$ cat config.mk
export PLATFORM = sky130hd
export DESIGN_NAME = ialu_dp
export DESIGN_NICKNAME = d
export VERILOG_FILES = /design/src/sv/ialu_pkg.sv /design/src/sv/ialu_div.sv /design/src/sv/ialu_dp.sv
export SDC_FILE = /design/constraint.sdc
export NUM_CORES = 1
export LEC_CHECK = 0
export BUFFER_PORTS_ARGS = -buffer_cell sky130_fd_sc_hd__buf_4
export CAP_MARGIN = 25
export CORE_ASPECT_RATIO = 1.75
export CORE_MARGIN = 1.5
export CORE_UTILIZATION = 60
export CTS_CLUSTER_DIAMETER = 200
export CTS_CLUSTER_SIZE = 25
export DETAILED_ROUTE_END_ITERATION = 7
export GPL_ROUTABILITY_DRIVEN = 0
export PLACE_DENSITY = 0.87
export SLEW_MARGIN = 20
export SYNTH_ARGS = -nofsm -noshare
export SYNTH_HDL_FRONTEND = slang
export SYNTH_HIERARCHICAL = 1
export SYNTH_SLANG_ARGS = --single-unit
$ cat constraint.sdc
create_clock -name clk -period 5.8 [get_ports clk]
set_clock_uncertainty 0.2 [all_clocks]
set_input_delay 1.16 -clock clk [delete_from_list [all_inputs] [get_ports clk]]
set_output_delay 1.16 -clock clk [all_outputs]
set_load 0.02 [all_outputs]
$ cat src/sv/ialu_pkg.sv
// shared types and constants for the integer alu with prime test
// no dependencies; imported by every module of the block
package ialu_pkg;

    localparam int DATA_WIDTH = 32;
    localparam int CNT_W      = $clog2(DATA_WIDTH);

    // operation codes
    localparam logic [2:0] OP_ADD   = 3'd1;
    localparam logic [2:0] OP_SUB   = 3'd2;
    localparam logic [2:0] OP_MUL   = 3'd3;
    localparam logic [2:0] OP_DIV   = 3'd4;
    localparam logic [2:0] OP_EVEN  = 3'd5;
    localparam logic [2:0] OP_PRIME = 3'd6;

    // status codes
    localparam logic [1:0] STS_OK      = 2'd0;
    localparam logic [1:0] STS_INVALID = 2'd1;
    localparam logic [1:0] STS_DIVZERO = 2'd2;

    typedef struct packed {
        logic [2:0]                   op;
        logic signed [DATA_WIDTH-1:0] operand_a;
        logic signed [DATA_WIDTH-1:0] operand_b;
    } req_t;

    typedef struct packed {
        logic signed [DATA_WIDTH-1:0] result;
        logic [1:0]                   status;
    } resp_t;

    typedef enum logic [2:0] {
        S_IDLE,
        S_DECODE,
        S_MUL,
        S_MUL_END,
        S_DIV_WAIT,
        S_PRIME_GO,
        S_PRIME_WAIT,
        S_OUT
    } state_t;

    typedef enum logic {
        SRC_OPERANDS,
        SRC_PRIME
    } div_src_t;

    typedef enum logic [2:0] {
        RES_SIMPLE,
        RES_PRODUCT,
        RES_QUOTIENT,
        RES_PRIME,
        RES_COMPOSITE
    } res_sel_t;

    typedef struct packed {
        logic     load;
        logic     mul_step;
        logic     div_go;
        div_src_t div_src;
        logic     d_inc;
        logic     res_load;
        res_sel_t res_sel;
    } ctrl_cmd_t;

    typedef struct packed {
        logic [2:0] op;
        logic       div_zero;
        logic       prime_trivial;
        logic       mul_last;
        logic       div_done;
        logic       prime_exceed;
        logic       rem_zero;
    } dp_status_t;

endpackage

$ cat src/sv/ialu_div.sv
// radix-2 restoring unsigned divider, one quotient bit per cycle
// depends on ialu_pkg for the data width
module ialu_div (
    input  logic                             clk,
    input  logic                             rst_n,
    input  logic                             start,
    input  logic [ialu_pkg::DATA_WIDTH-1:0]  dividend,
    input  logic [ialu_pkg::DATA_WIDTH-1:0]  divisor,
    output logic                             done,
    output logic [ialu_pkg::DATA_WIDTH-1:0]  quotient,
    output logic [ialu_pkg::DATA_WIDTH-1:0]  remainder
);
    import ialu_pkg::*;

    localparam int W = DATA_WIDTH;

    logic             running_reg, running_next;
    logic             done_reg, done_next;
    logic [CNT_W-1:0] cnt_reg, cnt_next;
    logic [W-1:0]     rem_reg, rem_next;
    logic [W-1:0]     quo_reg, quo_next;
    logic [W-1:0]     dvs_reg, dvs_next;

    logic [W:0]       shifted;
    logic [W+1:0]     trial;
    logic             ge;

    assign shifted = {rem_reg, quo_reg[W-1]};
    assign trial   = {1'b0, shifted} - {2'b00, dvs_reg};
    assign ge      = ~trial[W+1];

    always_comb
    begin
        running_next = running_reg;
        done_next    = 1'b0;
        cnt_next     = cnt_reg;
        rem_next     = rem_reg;
        quo_next     = quo_reg;
        dvs_next     = dvs_reg;
        if (start)
        begin
            running_next = 1'b1;
            cnt_next     = '0;
            rem_next     = '0;
            quo_next     = dividend;
            dvs_next     = divisor;
        end
        else if (running_reg)
        begin
            rem_next = ge ? trial[W-1:0] : shifted[W-1:0];
            quo_next = {quo_reg[W-2:0], ge};
            cnt_next = cnt_reg + 1'b1;
            if (cnt_reg == CNT_W'(W-1))
            begin
                running_next = 1'b0;
                done_next    = 1'b1;
            end
        end
    end

    always_ff @(posedge clk or negedge rst_n)
    begin
        if (!rst_n)
        begin
            running_reg <= 1'b0;
            done_reg    <= 1'b0;
            cnt_reg     <= '0;
        end
        else
        begin
            running_reg <= running_next;
            done_reg    <= done_next;
            cnt_reg     <= cnt_next;
        end
    end

    always_ff @(posedge clk)
    begin
        rem_reg <= rem_next;
        quo_reg <= quo_next;
        dvs_reg <= dvs_next;
    end

    assign done      = done_reg;
    assign quotient  = quo_reg;
    assign remainder = rem_reg;

endmodule

$ cat src/sv/ialu_dp.sv
// datapath: operand registers, shift-add multiplier, divider, trial divisor, result
// depends on ialu_pkg and ialu_div
module ialu_dp (
    input  logic                   clk,
    input  logic                   rst_n,
    input  ialu_pkg::req_t         req,
    input  ialu_pkg::ctrl_cmd_t    cmd,
    output ialu_pkg::dp_status_t   stat,
    output ialu_pkg::resp_t        resp
);
    import ialu_pkg::*;

    localparam int W = DATA_WIDTH;

    logic [2:0]       op_reg;
    logic [W-1:0]     a_reg, b_reg;
    logic [W-1:0]     mcand_reg, mplier_reg, prod_reg;
    logic [CNT_W-1:0] mcnt_reg;
    logic [W-1:0]     d_reg;
    logic [W-1:0]     result_reg, result_next;
    logic [1:0]       status_reg, status_next;

    logic [W-1:0]     mag_a, mag_b;
    logic [W-1:0]     div_dividend, div_divisor;
    logic             div_done;
    logic [W-1:0]     quotient, remainder;
    logic [W-1:0]     simple_res;
    logic [1:0]       simple_sts;

    assign mag_a = a_reg[W-1] ? ('0 - a_reg) : a_reg;
    assign mag_b = b_reg[W-1] ? ('0 - b_reg) : b_reg;

    assign div_dividend = (cmd.div_src == SRC_PRIME) ? a_reg : mag_a;
    assign div_divisor  = (cmd.div_src == SRC_PRIME) ? d_reg : mag_b;

    ialu_div u_div (
        .clk       (clk),
        .rst_n     (rst_n),
        .start     (cmd.div_go),
        .dividend  (div_dividend),
        .divisor   (div_divisor),
        .done      (div_done),
        .quotient  (quotient),
        .remainder (remainder)
    );

    // combinational answers for add, sub, even, invalid opcode and divide by zero
    always_comb
    begin
        simple_sts = STS_OK;
        case (op_reg)
            OP_ADD:  simple_res = a_reg + b_reg;
            OP_SUB:  simple_res = a_reg - b_reg;
            OP_DIV:
            begin
                simple_res = '0;
                simple_sts = STS_DIVZERO;
            end
            OP_EVEN: simple_res = {{(W-1){1'b0}}, ~a_reg[0]};
            default:
            begin
                simple_res = '1;
                simple_sts = STS_INVALID;
            end
        endcase
    end

    always_comb
    begin
        result_next = result_reg;
        status_next = status_reg;
        if (cmd.res_load)
        begin
            status_next = STS_OK;
            case (cmd.res_sel)
                RES_SIMPLE:
                begin
                    result_next = simple_res;
                    status_next = simple_sts;
                end
                RES_PRODUCT:  result_next = prod_reg;
                RES_QUOTIENT: result_next = (a_reg[W-1] ^ b_reg[W-1]) ? ('0 - quotient)
                                                                       : quotient;
                RES_PRIME:    result_next = {{(W-1){1'b0}}, 1'b1};
                default:      result_next = '0;
            endcase
        end
    end

    always_ff @(posedge clk or negedge rst_n)
    begin
        if (!rst_n)
        begin
            mcnt_reg <= '0;
        end
        else if (cmd.load)
        begin
            mcnt_reg <= '0;
        end
        else if (cmd.mul_step)
        begin
            mcnt_reg <= mcnt_reg + 1'b1;
        end
    end

    always_ff @(posedge clk)
    begin
        if (cmd.load)
        begin
            op_reg     <= req.op;
            a_reg      <= req.operand_a;
            b_reg      <= req.operand_b;
            mcand_reg  <= req.operand_a;
            mplier_reg <= req.operand_b;
            prod_reg   <= '0;
            d_reg      <= W'(2);
        end
        else
        begin
            if (cmd.mul_step)
            begin
                if (mplier_reg[0])
                begin
                    prod_reg <= prod_reg + mcand_reg;
                end
                mcand_reg  <= {mcand_reg[W-2:0], 1'b0};
                mplier_reg <= {1'b0, mplier_reg[W-1:1]};
            end
            if (cmd.d_inc)
            begin
                d_reg <= d_reg + 1'b1;
            end
        end
        result_reg <= result_next;
        status_reg <= status_next;
    end

    assign stat.op            = op_reg;
    assign stat.div_zero      = (b_reg == '0);
    assign stat.prime_trivial = a_reg[W-1] || (a_reg[W-1:1] == '0);
    assign stat.mul_last      = (mcnt_reg == CNT_W'(W-1));
    assign stat.div_done      = div_done;
    assign stat.prime_exceed  = (d_reg > quotient);
    assign stat.rem_zero      = (remainder == '0);

    assign resp.result = result_reg;
    assign resp.status = status_reg;

endmodule

Word-level counts from Yosys, hierarchy flattened --
Index checks and enable logic that the tools add are counted.
Storage, ports and cells: input bits 78, register bits after elaboration 337, logic and storage cells 73, output and inout bits 43
Operators by class: equality and inequality tests 9, bitwise gates (word level) 3, order comparisons 1, reductions and logical operators 9, add/subtract/negate cells 10, multiplexer cells 25
Operators by type and width (number):
- 32-bit two-way mux | 12
- 32-bit one-hot mux with 4 select lines | 2
- 1-bit by 32-bit subtractor with 32-bit output, first input constant | 3
- 32-bit adder | 2
- 32-bit zero test | 2
- 33-bit by 32-bit subtractor with 34-bit output | 1
- 32-bit by 1-bit adder with 32-bit output, second input constant | 1
- 32-bit > comparator | 1
- 32-bit subtractor | 1
- 31-bit zero test | 1
- 5-bit two-way mux | 4
- 5-bit by 1-bit adder with 5-bit output, second input constant | 2
- 5-bit == test, second input constant | 2
- 3-bit by 2-bit == test with 1-bit output, second input constant | 3
- 3-bit by 1-bit == test with 1-bit output, second input constant | 2
- 3-bit == test, second input constant | 2
- 1-bit two-way mux | 6
- 2-bit one-hot mux with 2 select lines | 1
- 2-bit nonzero test | 2
- 3-bit zero test | 1
- 3-bit OR reduction | 1
- 1-bit inverter | 2
- 2-bit AND reduction | 1
- 1-bit logical OR | 1
- 1-bit XOR | 1

Depth between registers and ports, before layout --
depth after elaboration 4, depth in mapped cells 19, gate-level depth less buffers 17

By module --
The synthesis kept the hierarchy.
By module, submodules not included:
- ialu_dp | area an instance 15797.7 um2, cells each 1662, times used 1, sequential area each 6361.1 um2
- ialu_div | area an instance 5965.7 um2, cells each 570, times used 1, sequential area each 2737.6 um2

Least setup slack after synthesis --
No wires, ideal clock.
kind reg2reg, from reg b_reg[2], to reg result_reg[29], data pin, data required time 5335 ps, setup slack 1364 ps, cell stages (with the launch flop) 20, setup time 265 ps, arrival time 3970 ps, cell sequence edfxtp_1 > clkbuf_1 > nor3_1 > nand2_1 > nor3_1 > nand2_1 > nor4_1 > nor2_1 > xnor2_1 > ha_1 > clkbuf_1 > inv_1 > o21bai_1 > a21oi_1 > o211ai_1 > a31oi_1 > o21ai_0 > a31oi_1 > and4_1 > or3_1
Between the ends: word-level cells in the longest chain between the ends 3, elaborated cells on any way between the ends 4, those cells by class add/sub: 2; mux: 2
Ends and longest elaborated chain:
- from (decl) | line ialu_dp.sv:16 | logic [W-1:0] a_reg, b_reg;
- from (signal assigned) | line ialu_dp.sv:112 | b_reg <= req.operand_b;
- 32-bit subtractor / 32-bit adder (equally long branches) | line ialu_dp.sv:53, ialu_dp.sv:52
- 32-bit one-hot mux with 4 select lines * | line ialu_dp.sv:51 | case (op_reg)
- 32-bit one-hot mux with 4 select lines * | line ialu_dp.sv:75 | case (cmd.res_sel)
- to (signal assigned) | line ialu_dp.sv:134 | result_reg <= result_next;
- to (decl) | line ialu_dp.sv:20 | logic [W-1:0] result_reg, result_next;
Every way passes the cells marked *; elsewhere a longest branch is shown, timed or not. A chain may end at the register's enable or synchronous reset.

Worst setup path in the final report --
from reg b_reg[7], to reg result_reg[29], data pin
The elaborated chain is that of the path after synthesis.

==> key figures <==
Timing
  – Final hold slack: 0.2339 ns
  – RSZ-0062 raised after global routing: false
  – Final min period: 5.231 ns
  – Tcrit/Tclk final: 90.19%
  – Final TNS setup: 0 ns
  – Post-route worst setup slack: 0.5688 ns
  – Final hold violations: 0
  – Slew margin rel.: 32.27%
  – Setup-failing EPs final: 0
  – Slew @ Worst Pin: 1.014 ns
  – Max Freq: 191.2 MHz
  – Final count of pins violating max slew: 0

Power and ir drop
  – Switching power total: 3.029 mW
  – Clk network pwr share: 17.4%
  – Flop pwr share: 41.3%
  – Sw Ratio: 38.54%
  – Cell Pwr Density: 334.8 nW/um^2
  – Comb pwr share: 41.2%
  – Overall Power: 7.859 mW
  – Internal Pwr Total: 4.830 mW
  – VDD IR-drop max: 0.2399 mV
  – Static Leak: 9.498 nW

Clock tree
  – Reg clk slew, reported paths: 0.11 ns
  – TritonCTS buffer count: 17
  – Post-cts hold buffer count: 0
  – Clk_lat worst skew: 0.56 ns
  – Clk sink count: 337
  – Clock Tree Buf Depth: 3
  – CTS tree: done
  – Setup bufs post-CTS: 0
  – CTS H-tree depth: 1
  – Post-CTS Resized: 0
  – Root buf cell: clkbuf_16

Route
  – TritonRoute pass-1 iters: 5
  – DR vias: 17900
  – Vias/cell: 6.477
  – First DRT Iteration DRCs: 1751
  – DRC: 0
  – Routed WL per cell: 22.05 um
  – Post-route ant nets: 0
  – Total Wirelength: 60950 um

Final layout
  – Most frequent cells in the layout: 229 x edfxtp_1, 198 x nand2_1, 149 x o21ai_0
  – Util after Layout: 65.36%
  – # nets final: 2499
  – Non-filler cells, final: 2764
  – Antenna diode count: 0
  – Post-route cell area: 23470 sq um
  – Commonest non-fill, non-tap cell in the layout: edfxtp_1
  – Layout cell share with drive strength beyond 1: 12.42%
  – Area Overhead vs Synth: 7.853%

Worst setup path
  – Type of origin of the critical path: register
  – CP cell instances: nor4_1 -> nor2b_1 -> nand2_1 -> nor4_1 -> nor2_1 -> xnor2_1 -> ha_1 -> inv_1 -> o21bai_1 -> a21oi_1 -> o211ai_1 -> a31oi_1 -> o21ai_0 -> a31oi_1 -> and4_1 -> or3_1
  – Crit path max fanout: 8
  – Critical path's largest stage delay: 0.64 ns
  – Buf/Inv on CP: 1
  – Slowest stage cell, crit path: o21ai_0
  – Crit path required time: 5.91 ns
  – Critical Path AT: 5.35 ns
  – Critical path type: register to register
  – CP Capture Type: register
  – Delay-heaviest family, CP: simple AND/OR/NAND/NOR gates

Yosys
  – Synth Net Count: 2448
  – Prevailing post-synth register cell: edfxtp_1
  – Post-synth EDFFs: 229
  – Syn Inst Count: 2232
  – Sequential area share after synthesis: 41.81%
  – Fraction of registers with async set/reset: 3.561%
  – Yosys cell types: 87
  – Synth Area per Inst: 9.751 sq um
  – Post-Syn Area: 21760 sq um
  – Number of synthesized register bits: 337
  – Warnings from Yosys: 6

GRT
  – GRT Util Overall: 32.21%
  – Largest net degree at the start of global routing: 80
  – GRT met3 Usage: 5.187%
  – Total grt overflow: 0
  – GRT Max-Usage Layer: met2
  – Antenna violations before repair: 2
  – First-pass GRT wire length: 94440 um
  – Met2 Use GR: 57.35%
  – Vias in the first global route: 17760
  – Met1 GRT Util: 33.03%

Place
  – Post-placement cell count: 2733
  – Port-buffer cells: 120
  – Post-DP HPWL: 46140 um
  – Worst slack at placement: 0.7943 ns
  – Post-DP Area: 22970 sq um

Die
  – Die width: 147.0 um
  – Initial core utilization: 60.60%
  – Num rows: 92
  – DIE AREA: 37470 sq um
  – Core area: 35910 sq um
  – IO Count: 121
  – Die height: 254.9 um

Run status
  – Status: finished clean

Job
  – Max-cap violations: 0

Hold path
  – Hold/Removal Path Class: input pin to async pin
## final timing paths
check	depth (start not counted)	slack, ns	from	endpoint
worst min-delay path	1	0.23	rst_n	u_div/done
max in group asynchronous	1	5.02	rst_n	u_div/cnt_reg[0]
worst max-delay path	16	0.57	b_reg[7]	result_reg[29]
worst min register to register	2	0.29	prod_reg[0]	prod_reg[0]
worst max register to register	16	0.57	b_reg[7]	result_reg[29]
min in group clk	2	0.29	prod_reg[0]	prod_reg[0]
## kinds of logic (layout without fill, tap and decap cells)
logic type                 after synthesis  in the layout  share of synthesized area (%)
buffers and inverters                  217            279                          3.852
xor gates and xnor gates               224            224                          9.015
adders and majority gates              138            138                          8.037
DFF                                    337            337                          41.81
AOI/OAI and AO/OA                      573            573                          17.23
muxes                                  119            119                          6.019
and+or+nand+nor                        624            624                          14.04
## cell type report
type | instances | area (sq um)
clock buffers | 28 | 466.7
repair buffers | 138 | 1045
well taps | 470 | 588.1
flip-flops and latches | 337 | 9099
inverters | 111 | 416.7
multi-input cells | 1678 | 11830
clock inverters | 2 | 25.02
fillers | 2725 | 12440
## power by group through the flow
stage	clock network, mW	logic [mW]	registers [mW]
finish	1.37	3.24	3.25
global route	1.45	3.50	3.28
CTS	1.38	3.15	3.24
detailed placement	0	3.12	3.29
global placement	0	3.01	3.28
floorplan	0	2.39	3.19
## cells in the mapped netlist, types with 7 or more instances
| library cell | count | area (sq um) |
|---|---|---|
| edfxtp_1 | 229 | 6877 |
| nand2_1 | 198 | 743.2 |
| o21ai_0 | 149 | 745.7 |
| nor2_1 | 148 | 555.5 |
| a21oi_1 | 140 | 700.7 |
| ha_1 | 135 | 1689 |
| xnor2_1 | 116 | 1016 |
| inv_1 | 111 | 416.7 |
| xor2_1 | 108 | 945.9 |
| clkbuf_1 | 97 | 364.1 |
| dfxtp_1 | 96 | 1922 |
| mux2_2 | 95 | 1070 |
| a21o_1 | 56 | 420.4 |
| nand3_1 | 55 | 275.3 |
| a221oi_1 | 32 | 280.3 |
| nand4_1 | 30 | 187.7 |
| a211oi_1 | 29 | 217.7 |
| nor3_1 | 28 | 140.1 |
| nor4_1 | 25 | 156.4 |
| mux2i_1 | 24 | 240.2 |
| o31ai_1 | 23 | 172.7 |
| nor2b_1 | 22 | 137.6 |
| nand2b_1 | 20 | 125.1 |
| and2_1 | 19 | 118.9 |
| o41ai_1 | 17 | 148.9 |
| or3_1 | 17 | 106.4 |
| a31oi_1 | 16 | 100.1 |
| o21a_1 | 13 | 97.59 |
| and3_1 | 12 | 75.07 |
| dfrtp_1 | 12 | 300.3 |
| o21bai_1 | 12 | 90.09 |
| o211ai_1 | 10 | 75.07 |
| nor3b_1 | 9 | 67.56 |
| o221ai_1 | 8 | 70.07 |
| or2_2 | 8 | 50.05 |
| o21ai_1 | 7 | 35.03 |
## routing by layer
layer	up-vias	wire length (um)
met5	-	23
met4	4	5922
met3	304	4274
met2	920	30360
met1	8403	20360
li1	8272	-
No activity file was read; power rests on OpenSTA's default activity.
